$ cat config.mk
export PLATFORM = sky130hd
export DESIGN_NAME = frame_bottleneck_profiler
export DESIGN_NICKNAME = d
export VERILOG_FILES = /design/src/rtl/fbp_pkg.sv /design/src/rtl/frame_bottleneck_profiler.sv /design/src/rtl/fbp_classifier.sv
export SDC_FILE = /design/constraint.sdc
export NUM_CORES = 2
export LEC_CHECK = 0
export BUFFER_PORTS_ARGS = -buffer_cell sky130_fd_sc_hd__buf_4
export CAP_MARGIN = 10
export CORE_ASPECT_RATIO = 1.4
export CORE_MARGIN = 1.5
export CORE_UTILIZATION = 54
export CTS_BUF_LIST = sky130_fd_sc_hd__clkbuf_8 sky130_fd_sc_hd__clkbuf_16
export CTS_CLUSTER_DIAMETER = 100
export DETAILED_ROUTE_END_ITERATION = 10
export GPL_TIMING_DRIVEN = 0
export HOLD_SLACK_MARGIN = 0.02
export PLACE_DENSITY = 0.7
export SKIP_CTS_REPAIR_TIMING = 1
export SLEW_MARGIN = 20
export SYNTH_ARGS = -nofsm -noshare
export SYNTH_HDL_FRONTEND = slang
export SYNTH_HIERARCHICAL = 1
export SYNTH_SLANG_ARGS = --single-unit
$ cat constraint.sdc
create_clock -name clk -period 14.55 [get_ports clk]
set_input_delay 2.91 -clock clk [delete_from_list [all_inputs] [get_ports clk]]
set_output_delay 2.91 -clock clk [all_outputs]
set_load 0.05 [all_outputs]
$ cat src/rtl/fbp_pkg.sv
package fbp_pkg;

    localparam int unsigned KIND_W = 3;
    localparam int unsigned VERD_W = 3;

    localparam logic [2:0] K_RESET     = 3'd0;
    localparam logic [2:0] K_CPU_BEGIN = 3'd1;
    localparam logic [2:0] K_SUBMIT    = 3'd2;
    localparam logic [2:0] K_CPU_END   = 3'd3;
    localparam logic [2:0] K_VU_START  = 3'd4;
    localparam logic [2:0] K_VU_STOP   = 3'd5;
    localparam logic [2:0] K_RASTER    = 3'd6;

    localparam logic [2:0] V_WAITING = 3'd0;
    localparam logic [2:0] V_UNKNOWN = 3'd1;
    localparam logic [2:0] V_CPU     = 3'd2;
    localparam logic [2:0] V_MIXED   = 3'd3;
    localparam logic [2:0] V_RASTER  = 3'd4;
    localparam logic [2:0] V_VU      = 3'd5;

    localparam logic CFG_RANGE = 1'b0;
    localparam logic CFG_SKEW  = 1'b1;

    localparam logic [31:0] RANGE_RESET = 32'd12582912;
    localparam logic [23:0] SKEW_RESET  = 24'd62500;

    // Operands handed to the classifier
    typedef struct packed {
        logic [31:0] vspan;
        logic [31:0] rspan;
        logic [31:0] cpu;
        logic        busy_zero;
        logic [31:0] clk;
        logic [31:0] cmd;
        logic [31:0] pipe;
        logic [31:0] tmem;
        logic [31:0] range_limit;
        logic [23:0] skew;
    } cls_in_t;

endpackage

$ cat src/rtl/frame_bottleneck_profiler.sv
// An event passes through the look-up and execute states to the output
// transaction; an event that finishes a task also runs the classifier before
// the output. The block takes no new event until the output transaction of the
// last one has been taken, so an output stall also holds the input.
// Reset (rst_n low) frees all slots, sets the verdict to waiting and loads the
// register defaults.
module frame_bottleneck_profiler #(
    parameter int unsigned SLOTS        = 3,
    parameter int unsigned COUNTER_BITS = 24
) (
    input  logic        clk,
    input  logic        rst_n,
    input  logic        s_tvalid,
    output logic        s_tready,
    // kind[2:0]
    input  logic [fbp_pkg::KIND_W-1:0] s_tuser,
    // task_tag[31:0], timestamp[63:32], yielded[64], raster_clock[88:65],
    // raster_cmd_busy[112:89], raster_pipe_busy[136:113],
    // raster_tmem_busy[160:137]
    input  logic [167:0] s_tdata,
    output logic        m_tvalid,
    input  logic        m_tready,
    // verdict[2:0], verdict_updated[3]
    output logic [7:0]  m_tdata,
    input  logic        cfg_we,
    input  logic        cfg_index,
    input  logic [31:0] cfg_wdata
);

    localparam int unsigned SW = $clog2(SLOTS);

    typedef enum logic [2:0] { S_IDLE, S_LOOK, S_EXEC, S_CLS, S_OUT } state_t;

    state_t            state_reg;
    logic [31:0]       range_reg;
    logic [23:0]       skew_reg;
    logic [fbp_pkg::KIND_W-1:0] kind_reg;
    logic [160:0]      ev_reg;

    logic [31:0]       task_reg   [SLOTS];
    logic [31:0]       cpu_reg    [SLOTS];
    logic [31:0]       first_reg  [SLOTS];
    logic [31:0]       slice_reg  [SLOTS];
    logic [31:0]       busy_reg   [SLOTS];
    logic [31:0]       vspan_reg  [SLOTS];
    logic [31:0]       rspan_reg  [SLOTS];
    logic [31:0]       ctr_reg    [SLOTS][4];
    logic [4:0]        flags_reg  [SLOTS];

    logic              build_ok_reg;
    logic [SW-1:0]     build_reg;
    logic [31:0]       cpu_start_reg;
    logic              cpu_active_reg;
    logic [2:0]        verdict_reg;
    logic              upd_reg;

    logic              hit_reg;
    logic [SW-1:0]     hit_idx_reg;
    logic              free_ok_reg;
    logic [SW-1:0]     free_idx_reg;
    logic [SW-1:0]     cls_idx_reg;
    logic              cls_start_reg;

    logic              hit_c;
    logic [SW-1:0]     hit_idx_c;
    logic              free_c;
    logic [SW-1:0]     free_idx_c;

    logic [2:0]        e_kind;
    logic [31:0]       e_tag;
    logic [31:0]       e_now;
    logic              e_yield;
    logic [31:0]       e_ctr [4];

    fbp_pkg::cls_in_t  cls_op;
    logic              cls_done;
    logic [2:0]        cls_verdict;

    assign e_kind  = kind_reg;
    assign e_tag   = ev_reg[31:0];
    assign e_now   = ev_reg[63:32];
    assign e_yield = ev_reg[64];

    always_comb
    begin
        for (int k = 0; k < 4; k++)
        begin
            e_ctr[k] = {8'd0, ev_reg[65 + 24*k +: 24]}
                       & 32'((64'd1 << COUNTER_BITS) - 64'd1);
        end
        hit_c      = 1'b0;
        hit_idx_c  = '0;
        free_c     = 1'b0;
        free_idx_c = '0;
        for (int i = SLOTS - 1; i >= 0; i--)
        begin
            if (e_tag != 32'd0 && task_reg[i] == e_tag)
            begin
                hit_c     = 1'b1;
                hit_idx_c = SW'(i);
            end
            if (task_reg[i] == 32'd0)
            begin
                free_c     = 1'b1;
                free_idx_c = SW'(i);
            end
        end
    end

    always_comb
    begin
        cls_op.vspan       = vspan_reg[cls_idx_reg];
        cls_op.rspan       = rspan_reg[cls_idx_reg];
        cls_op.cpu         = cpu_reg[cls_idx_reg];
        cls_op.busy_zero   = (busy_reg[cls_idx_reg] == 32'd0);
        cls_op.clk         = ctr_reg[cls_idx_reg][0];
        cls_op.cmd         = ctr_reg[cls_idx_reg][1];
        cls_op.pipe        = ctr_reg[cls_idx_reg][2];
        cls_op.tmem        = ctr_reg[cls_idx_reg][3];
        cls_op.range_limit = range_reg;
        cls_op.skew        = skew_reg;
    end

    fbp_classifier u_cls (
        .clk     (clk),
        .rst_n   (rst_n),
        .start   (cls_start_reg),
        .op      (cls_op),
        .done    (cls_done),
        .verdict (cls_verdict)
    );

    always_ff @(posedge clk or negedge rst_n)
    begin
        if (!rst_n)
        begin
            range_reg <= fbp_pkg::RANGE_RESET;
            skew_reg  <= fbp_pkg::SKEW_RESET;
        end
        else if (cfg_we)
        begin
            unique case (cfg_index)
                fbp_pkg::CFG_RANGE: range_reg <= cfg_wdata;
                fbp_pkg::CFG_SKEW:  skew_reg  <= cfg_wdata[23:0];
                default:            ;
            endcase
        end
    end

    always_ff @(posedge clk or negedge rst_n)
    begin
        if (!rst_n)
        begin
            state_reg      <= S_IDLE;
            build_ok_reg   <= 1'b0;
            build_reg      <= '0;
            cpu_start_reg  <= '0;
            cpu_active_reg <= 1'b0;
            verdict_reg    <= fbp_pkg::V_WAITING;
            upd_reg        <= 1'b0;
            cls_start_reg  <= 1'b0;
            for (int i = 0; i < SLOTS; i++)
            begin
                task_reg[i]  <= '0;
                flags_reg[i] <= '0;
            end
        end
        else
        begin
            cls_start_reg <= 1'b0;
            unique case (state_reg)
                S_IDLE:
                begin
                    if (s_tvalid)
                    begin
                        kind_reg  <= s_tuser;
                        ev_reg    <= s_tdata[160:0];
                        state_reg <= S_LOOK;
                    end
                end
                S_LOOK:
                begin
                    hit_reg      <= hit_c;
                    hit_idx_reg  <= hit_idx_c;
                    free_ok_reg  <= free_c;
                    free_idx_reg <= free_idx_c;
                    upd_reg      <= 1'b0;
                    state_reg    <= S_EXEC;
                end
                S_EXEC:
                begin
                    state_reg <= S_OUT;
                    unique case (e_kind)
                        fbp_pkg::K_RESET:
                        begin
                            for (int i = 0; i < SLOTS; i++)
                            begin
                                task_reg[i]  <= '0;
                                flags_reg[i] <= '0;
                            end
                            build_ok_reg   <= 1'b0;
                            cpu_active_reg <= 1'b0;
                            verdict_reg    <= fbp_pkg::V_WAITING;
                            upd_reg        <= 1'b1;
                        end
                        fbp_pkg::K_CPU_BEGIN:
                        begin
                            cpu_start_reg  <= e_now;
                            cpu_active_reg <= 1'b1;
                            build_ok_reg   <= 1'b0;
                        end
                        fbp_pkg::K_SUBMIT:
                        begin
                            if (e_tag != 32'd0 && cpu_active_reg && !build_ok_reg
                                && !hit_reg && free_ok_reg)
                            begin
                                task_reg[free_idx_reg]  <= e_tag;
                                cpu_reg[free_idx_reg]   <= '0;
                                first_reg[free_idx_reg] <= '0;
                                slice_reg[free_idx_reg] <= '0;
                                busy_reg[free_idx_reg]  <= '0;
                                vspan_reg[free_idx_reg] <= '0;
                                rspan_reg[free_idx_reg] <= '0;
                                for (int k = 0; k < 4; k++)
                                begin
                                    ctr_reg[free_idx_reg][k] <= '0;
                                end
                                flags_reg[free_idx_reg] <= '0;
                                build_ok_reg <= 1'b1;
                                build_reg    <= free_idx_reg;
                            end
                        end
                        fbp_pkg::K_CPU_END:
                        begin
                            if (cpu_active_reg)
                            begin
                                if (build_ok_reg)
                                begin
                                    cpu_reg[build_reg]      <= e_now - cpu_start_reg;
                                    flags_reg[build_reg][2] <= 1'b1;
                                    if (flags_reg[build_reg][3] && flags_reg[build_reg][4])
                                    begin
                                        cls_idx_reg   <= build_reg;
                                        cls_start_reg <= 1'b1;
                                        state_reg     <= S_CLS;
                                    end
                                end
                                else
                                begin
                                    verdict_reg <= fbp_pkg::V_UNKNOWN;
                                    upd_reg     <= 1'b1;
                                end
                            end
                            build_ok_reg   <= 1'b0;
                            cpu_active_reg <= 1'b0;
                        end
                        fbp_pkg::K_VU_START:
                        begin
                            if (hit_reg && !flags_reg[hit_idx_reg][1]
                                && !flags_reg[hit_idx_reg][3])
                            begin
                                if (!flags_reg[hit_idx_reg][0])
                                begin
                                    first_reg[hit_idx_reg]    <= e_now;
                                    flags_reg[hit_idx_reg][0] <= 1'b1;
                                end
                                slice_reg[hit_idx_reg]    <= e_now;
                                flags_reg[hit_idx_reg][1] <= 1'b1;
                            end
                        end
                        fbp_pkg::K_VU_STOP:
                        begin
                            if (hit_reg && flags_reg[hit_idx_reg][1])
                            begin
                                busy_reg[hit_idx_reg] <= busy_reg[hit_idx_reg]
                                    + (e_now - slice_reg[hit_idx_reg]);
                                flags_reg[hit_idx_reg][1] <= 1'b0;
                                if (!e_yield)
                                begin
                                    vspan_reg[hit_idx_reg] <= e_now - first_reg[hit_idx_reg];
                                    flags_reg[hit_idx_reg][3] <= 1'b1;
                                    if (flags_reg[hit_idx_reg][2] && flags_reg[hit_idx_reg][4])
                                    begin
                                        cls_idx_reg   <= hit_idx_reg;
                                        cls_start_reg <= 1'b1;
                                        state_reg     <= S_CLS;
                                    end
                                end
                            end
                        end
                        fbp_pkg::K_RASTER:
                        begin
                            if (hit_reg && flags_reg[hit_idx_reg][0]
                                && !flags_reg[hit_idx_reg][4])
                            begin
                                rspan_reg[hit_idx_reg] <= e_now - first_reg[hit_idx_reg];
                                for (int k = 0; k < 4; k++)
                                begin
                                    ctr_reg[hit_idx_reg][k] <= e_ctr[k];
                                end
                                flags_reg[hit_idx_reg][4] <= 1'b1;
                                if (flags_reg[hit_idx_reg][2] && flags_reg[hit_idx_reg][3])
                                begin
                                    cls_idx_reg   <= hit_idx_reg;
                                    cls_start_reg <= 1'b1;
                                    state_reg     <= S_CLS;
                                end
                            end
                        end
                        default:
                        begin
                        end
                    endcase
                end
                S_CLS:
                begin
                    if (cls_done)
                    begin
                        verdict_reg           <= cls_verdict;
                        upd_reg               <= 1'b1;
                        task_reg[cls_idx_reg] <= '0;
                        state_reg             <= S_OUT;
                    end
                end
                S_OUT:
                begin
                    if (m_tready)
                    begin
                        state_reg <= S_IDLE;
                    end
                end
                default:
                begin
                    state_reg <= S_IDLE;
                end
            endcase
        end
    end

    assign s_tready = (state_reg == S_IDLE);
    assign m_tvalid = (state_reg == S_OUT);
    assign m_tdata  = {4'd0, upd_reg, verdict_reg};

endmodule

$ cat src/rtl/fbp_classifier.sv
module fbp_classifier
(
    input  logic                clk,
    input  logic                rst_n,
    input  logic                start,
    input  fbp_pkg::cls_in_t    op,
    output logic                done,
    output logic [2:0]          verdict
);

    localparam logic [31:0] RECIP10 = 32'hCCCC_CCCD;
    localparam logic [31:0] RECIP3  = 32'hAAAA_AAAB;

    typedef enum logic [2:0] {
        S_IDLE, S_MUL10, S_CHK1, S_MUL3, S_CHK2, S_SCALE, S_FINAL
    } state_t;

    state_t      state_reg;
    logic        done_reg;
    logic [2:0]  verdict_reg;

    logic [31:0] rcp_reg;
    logic [31:0] mul_a_reg;
    logic [31:0] mul_b_reg;
    logic [28:0] tenth_reg;
    logic [30:0] third_reg;
    logic [33:0] maxclk_reg;
    logic [34:0] upper_reg;
    logic [34:0] lower_reg;

    logic [31:0] rcp_c;
    logic [31:0] lower_c;
    logic [34:0] sum_c;
    logic [63:0] prod_c;
    logic [31:0] rem3_c;

    always_comb
    begin
        rcp_c   = (op.vspan > op.rspan) ? op.vspan : op.rspan;
        lower_c = (op.pipe > op.tmem) ? op.pipe : op.tmem;
        if (op.cmd > lower_c)
        begin
            lower_c = op.cmd;
        end
        sum_c   = {3'd0, op.pipe} + {3'd0, op.tmem} + {3'd0, op.cmd};
        prod_c  = 64'(mul_a_reg) * 64'(mul_b_reg);
        rem3_c  = op.rspan - ({1'b0, third_reg} + {third_reg, 1'b0});
    end

    // One multiplier shared by the reciprocal divisions by ten and by three
    always_ff @(posedge clk or negedge rst_n)
    begin
        if (!rst_n)
        begin
            state_reg   <= S_IDLE;
            done_reg    <= 1'b0;
            verdict_reg <= fbp_pkg::V_WAITING;
        end
        else
        begin
            done_reg <= 1'b0;
            unique case (state_reg)
                S_IDLE:
                begin
                    if (start)
                    begin
                        rcp_reg <= rcp_c;
                        if (rcp_c == 32'd0 || op.cpu == 32'd0 || op.busy_zero)
                        begin
                            verdict_reg <= fbp_pkg::V_UNKNOWN;
                            done_reg    <= 1'b1;
                        end
                        else
                        begin
                            mul_a_reg <= rcp_c;
                            mul_b_reg <= RECIP10;
                            state_reg <= S_MUL10;
                        end
                    end
                end
                S_MUL10:
                begin
                    tenth_reg <= prod_c[63:35];
                    state_reg <= S_CHK1;
                end
                S_CHK1:
                begin
                    if (op.cpu > rcp_reg && (op.cpu - rcp_reg) > {3'd0, tenth_reg})
                    begin
                        verdict_reg <= fbp_pkg::V_CPU;
                        done_reg    <= 1'b1;
                        state_reg   <= S_IDLE;
                    end
                    else if (rcp_reg >= op.range_limit)
                    begin
                        verdict_reg <= fbp_pkg::V_UNKNOWN;
                        done_reg    <= 1'b1;
                        state_reg   <= S_IDLE;
                    end
                    else if (op.cpu >= rcp_reg || (rcp_reg - op.cpu) <= {3'd0, tenth_reg})
                    begin
                        verdict_reg <= fbp_pkg::V_MIXED;
                        done_reg    <= 1'b1;
                        state_reg   <= S_IDLE;
                    end
                    else
                    begin
                        mul_a_reg <= op.rspan;
                        mul_b_reg <= RECIP3;
                        state_reg <= S_MUL3;
                    end
                end
                S_MUL3:
                begin
                    third_reg <= prod_c[63:33];
                    state_reg <= S_CHK2;
                end
                S_CHK2:
                begin
                    maxclk_reg <= {2'd0, op.rspan} + {3'd0, third_reg}
                                  + {33'd0, (rem3_c != 32'd0)} + {10'd0, op.skew};
                    state_reg  <= S_SCALE;
                end
                S_SCALE:
                begin
                    if (op.clk == 32'd0 || {2'd0, op.clk} > maxclk_reg || op.cmd > op.clk
                        || op.pipe > op.clk || op.tmem > op.clk || lower_c == 32'd0)
                    begin
                        verdict_reg <= fbp_pkg::V_UNKNOWN;
                        done_reg    <= 1'b1;
                        state_reg   <= S_IDLE;
                    end
                    else
                    begin
                        upper_reg <= 35'(({1'b0, sum_c} + {sum_c, 1'b0}) >> 2);
                        lower_reg <= 35'(({2'd0, lower_c} + {1'b0, lower_c, 1'b0}) >> 2);
                        state_reg <= S_FINAL;
                    end
                end
                S_FINAL:
                begin
                    if (lower_reg >= {3'd0, rcp_reg - (rcp_reg >> 2)})
                    begin
                        verdict_reg <= fbp_pkg::V_RASTER;
                    end
                    else if (upper_reg <= {3'd0, rcp_reg >> 1}
                             && op.vspan >= rcp_reg - (rcp_reg >> 2))
                    begin
                        verdict_reg <= fbp_pkg::V_VU;
                    end
                    else
                    begin
                        verdict_reg <= fbp_pkg::V_MIXED;
                    end
                    done_reg  <= 1'b1;
                    state_reg <= S_IDLE;
                end
                default:
                begin
                    state_reg <= S_IDLE;
                end
            endcase
        end
    end

    assign done    = done_reg;
    assign verdict = verdict_reg;

endmodule

==> out/metrics.cfg <==
[timing]
relSlewSlack=0.161
clock_skew_ns=0.0994
setup_viol=0
hold_violations=0
finalWorstSetupSlack_ns=0.381
worstMarginPinSlew_ns=1.25
drv_slew=0
max_freq_mhz=70.6
min_period_over_period=0.974
whs_ns=0.481
rsz0062_at_grt=no
finalSetupTns_ns=0
final.min_clock_period_ns=14.17

[cts]
clk_latency_ns=0.86
numCtsBuffers=153
clock_path_buffers=4
clkTransAtPathRegs_ns=0.07
htreeDepth=4
cts_tree=done
cts-root-buf=clkbuf_16
clkSinkCount=1481

[grt]
first_global_vias=81600
grt_busiest_layer=met2
grtUsageMet3=0.0508
use_met2=0.612
grt_max_degree=98
grt_pass1_wl_microns=526000
met1_usage=0.389
gr-total-overflow=0
antenna_found_initial=20
grt.total_usage=0.355

[pwr]
seqPwrFrac=0.429
p_sw_w=0.00350
netSwitchingFraction=0.303
p_int_w=0.00804
leakage_nw=52.5
clkPwrFrac=0.334
total_power_w=0.0115
power_density_mw_per_mm2=94.9
comb_power_share=0.237
peakVddDrop_mv=0.146

[floorplanning]
start_util=0.544
die_width_microns=382
coreArea_sq_mm=0.200
rows=194
die_h_microns=534
die_area_sq_mm=0.204
io_pins=219

[worst_setup_path]
cp_common_cell=clkbuf_2
cpMaxStageDelayCell=dfxtp_2
worstSetupEndpointType=register
cpPeakStageDelay_ns=0.58
critPathLaunchType=register
cp.arrival_ns=14.69
required_ns=15.07
crit_type=register to register
path_max_fanout=10

[placed_design]
dpl.hpwl_microns=299000
dp.cells=13100
numPortBuffers=207
place_ws_ns=-2.51
place_congestion=1.04

[final_layout]
fin_cells=13300
area_growth_pct=11.7
largest_reg_flops=288
num-nets-final=12600
drive_above_1_share=0.0809
fill_cells=16400

[synth]
seq_area_frac_synth=0.398
synthesis.area_sq_mm=0.109
synthesis.instances=9964
synth_edf_count=1261
ys_types=100
yosys_warnings=6
async_flop_share=0.147
avgSynthCellArea_sq_um=10.9
ys.flop_type=edfxtp_1
ys_ff_latch=1481

[drt]
wl_per_cell_microns=27.2
final_antenna_net_count=0
avgViaCountPerCell=5.92
drt_wl_total_microns=363000
drtIter0Drc=6020
num_vias=79000
dr.pass1.iters=8
drc_errors=0

[worst_hold_path]
worstHoldStart=cpu_start_reg[12]
hp-class=register to register

[job]
drv_cap=0

[outcome]
status=complete, no violations

## placed cells by master (no fill, tap or decap), types with 46 or more instances in the layout
master / n
clkbuf_16: 157
edfxtp_1: 1261
nand4_1: 146
nor2b_1: 102
o21a_1: 77
conb_1: 115
fa_1: 737
nor2_1: 623
o21ai_2: 54
a21o_1: 211
and3_1: 134
buf_4: 259
nor3_1: 101
o21bai_1: 52
mux2i_1: 317
a21oi_1: 558
xor2_1: 213
mux2_2: 93
and2_1: 46
o21ai_1: 81
ha_1: 1091
nand3_1: 83
inv_1: 1455
clkbuf_1: 225
xnor2_1: 233
nor4_1: 123
o21ai_0: 456
dfrtp_1: 209
nand2_1: 540
a22o_1: 104
nand2b_1: 80
## power groups by stage
| stage | sequential, W | clock, W | combinational (W) |
|---|---|---|---|
| 6_report | 0.00495 | 0.00385 | 0.00273 |
| 5_1_grt | 0.00497 | 0.00404 | 0.00298 |
| 4_1_cts | 0.00495 | 0.00390 | 0.00267 |
| 3_5_place_dp | 0.00503 | 0 | 0.00265 |
| 3_3_place_gp | 0.00505 | 0 | 0.00259 |
| 2_1_floorplan | 0.00500 | 0 | 0.00190 |
## cells by family (layout without fill, tap and decap cells)
family,Yosys count,in the layout,synth area share
flops,1481,1481,0.398
fa+ha+maj,1829,1829,0.261
simple gates,2101,2101,0.0933
buf+inv,1733,2334,0.0603
xor+xnor,459,459,0.0369
mux,412,412,0.0390
other cells,1,135,0.0000345
compound gates,1948,1948,0.111
## Yosys cell counts (21+ instances only)
library cell / count / area (sq um)
o31ai_1: 27 / 203
o21a_1: 77 / 578
o21bai_1: 52 / 390
edfxtp_1: 1261 / 37900
a21o_1: 211 / 1580
o211ai_1: 21 / 158
nand2b_1: 80 / 500
mux2i_1: 317 / 3170
nand2_1: 541 / 2030
ha_1: 1091 / 13700
nor2b_1: 102 / 638
buf_1: 36 / 135
and2_1: 48 / 300
and3_1: 136 / 851
mux2_2: 93 / 1050
nand4_1: 146 / 913
a21oi_1: 560 / 2800
a21boi_0: 24 / 180
xor2_1: 215 / 1880
clkbuf_1: 250 / 938
fa_1: 737 / 14800
a22o_1: 104 / 911
inv_1: 1426 / 5350
a31oi_1: 37 / 231
nor2_1: 628 / 2360
nor4_1: 124 / 776
xnor2_1: 244 / 2140
dfrtp_1: 209 / 5230
a211oi_1: 41 / 308
nor3_1: 101 / 505
nand3_1: 83 / 415
o21ai_0: 594 / 2970
## per-stage QoR
| step | area [sq um] | utilization |
|---|---|---|
| floorplan | 109000 | - |
| global placement | 114000 | 0.571 |
| detailed placement | 117000 | 0.583 |
| CTS | 121000 | 0.607 |
| global route | 122000 | 0.608 |
| finish | 122000 | 0.608 |
## cell type report
| type | instances | area [sq um] | share of cell area |
|---|---|---|---|
| clock buffers | 165 | 4040 | 0.0332 |
| multi-input cells | 6864 | 59900 | 0.493 |
| clock inverters | 104 | 787 | 0.00647 |
| diodes | 20 | 50.0 | 0.000412 |
| plain buffers | 304 | 1240 | 0.0102 |
| flip-flops and latches | 1481 | 43400 | 0.357 |
| well taps | 2646 | 3310 | 0.0272 |
| inverters | 1426 | 5350 | 0.0440 |
| repair buffers | 335 | 3560 | 0.0293 |
## worst max-delay path: cells and delay by family, from the launching register on
kind            cells  cell delay, ns
simple gates       13            2.61
buf+inv            16            4.29
compound gates     20            5.39
fa+ha+maj           3            0.89
flops               1            0.58
## metal layers
layer,vias to the layer above,share of wire,wire (microns)
met5,-,0.00020,74
met4,12,0.097,35100
met3,979,0.055,19800
met2,2820,0.49,180000
met1,39300,0.35,128000
li1,35900,-,-
## worst paths after layout
check	to	slack, ns	depth (start not counted)
worst max-delay path	u_cls/lower_reg[31]	0.38	52
worst min-delay path	cpu_start_reg[12]	0.48	2
worst max register to register	u_cls/lower_reg[31]	0.38	52
worst min register to register	cpu_start_reg[12]	0.48	2
max in group asynchronous	task_reg[35]	11.47	2
min in group asynchronous	cpu_start_reg[28]	2.00	1
Power figures use the tool's default switching activity.
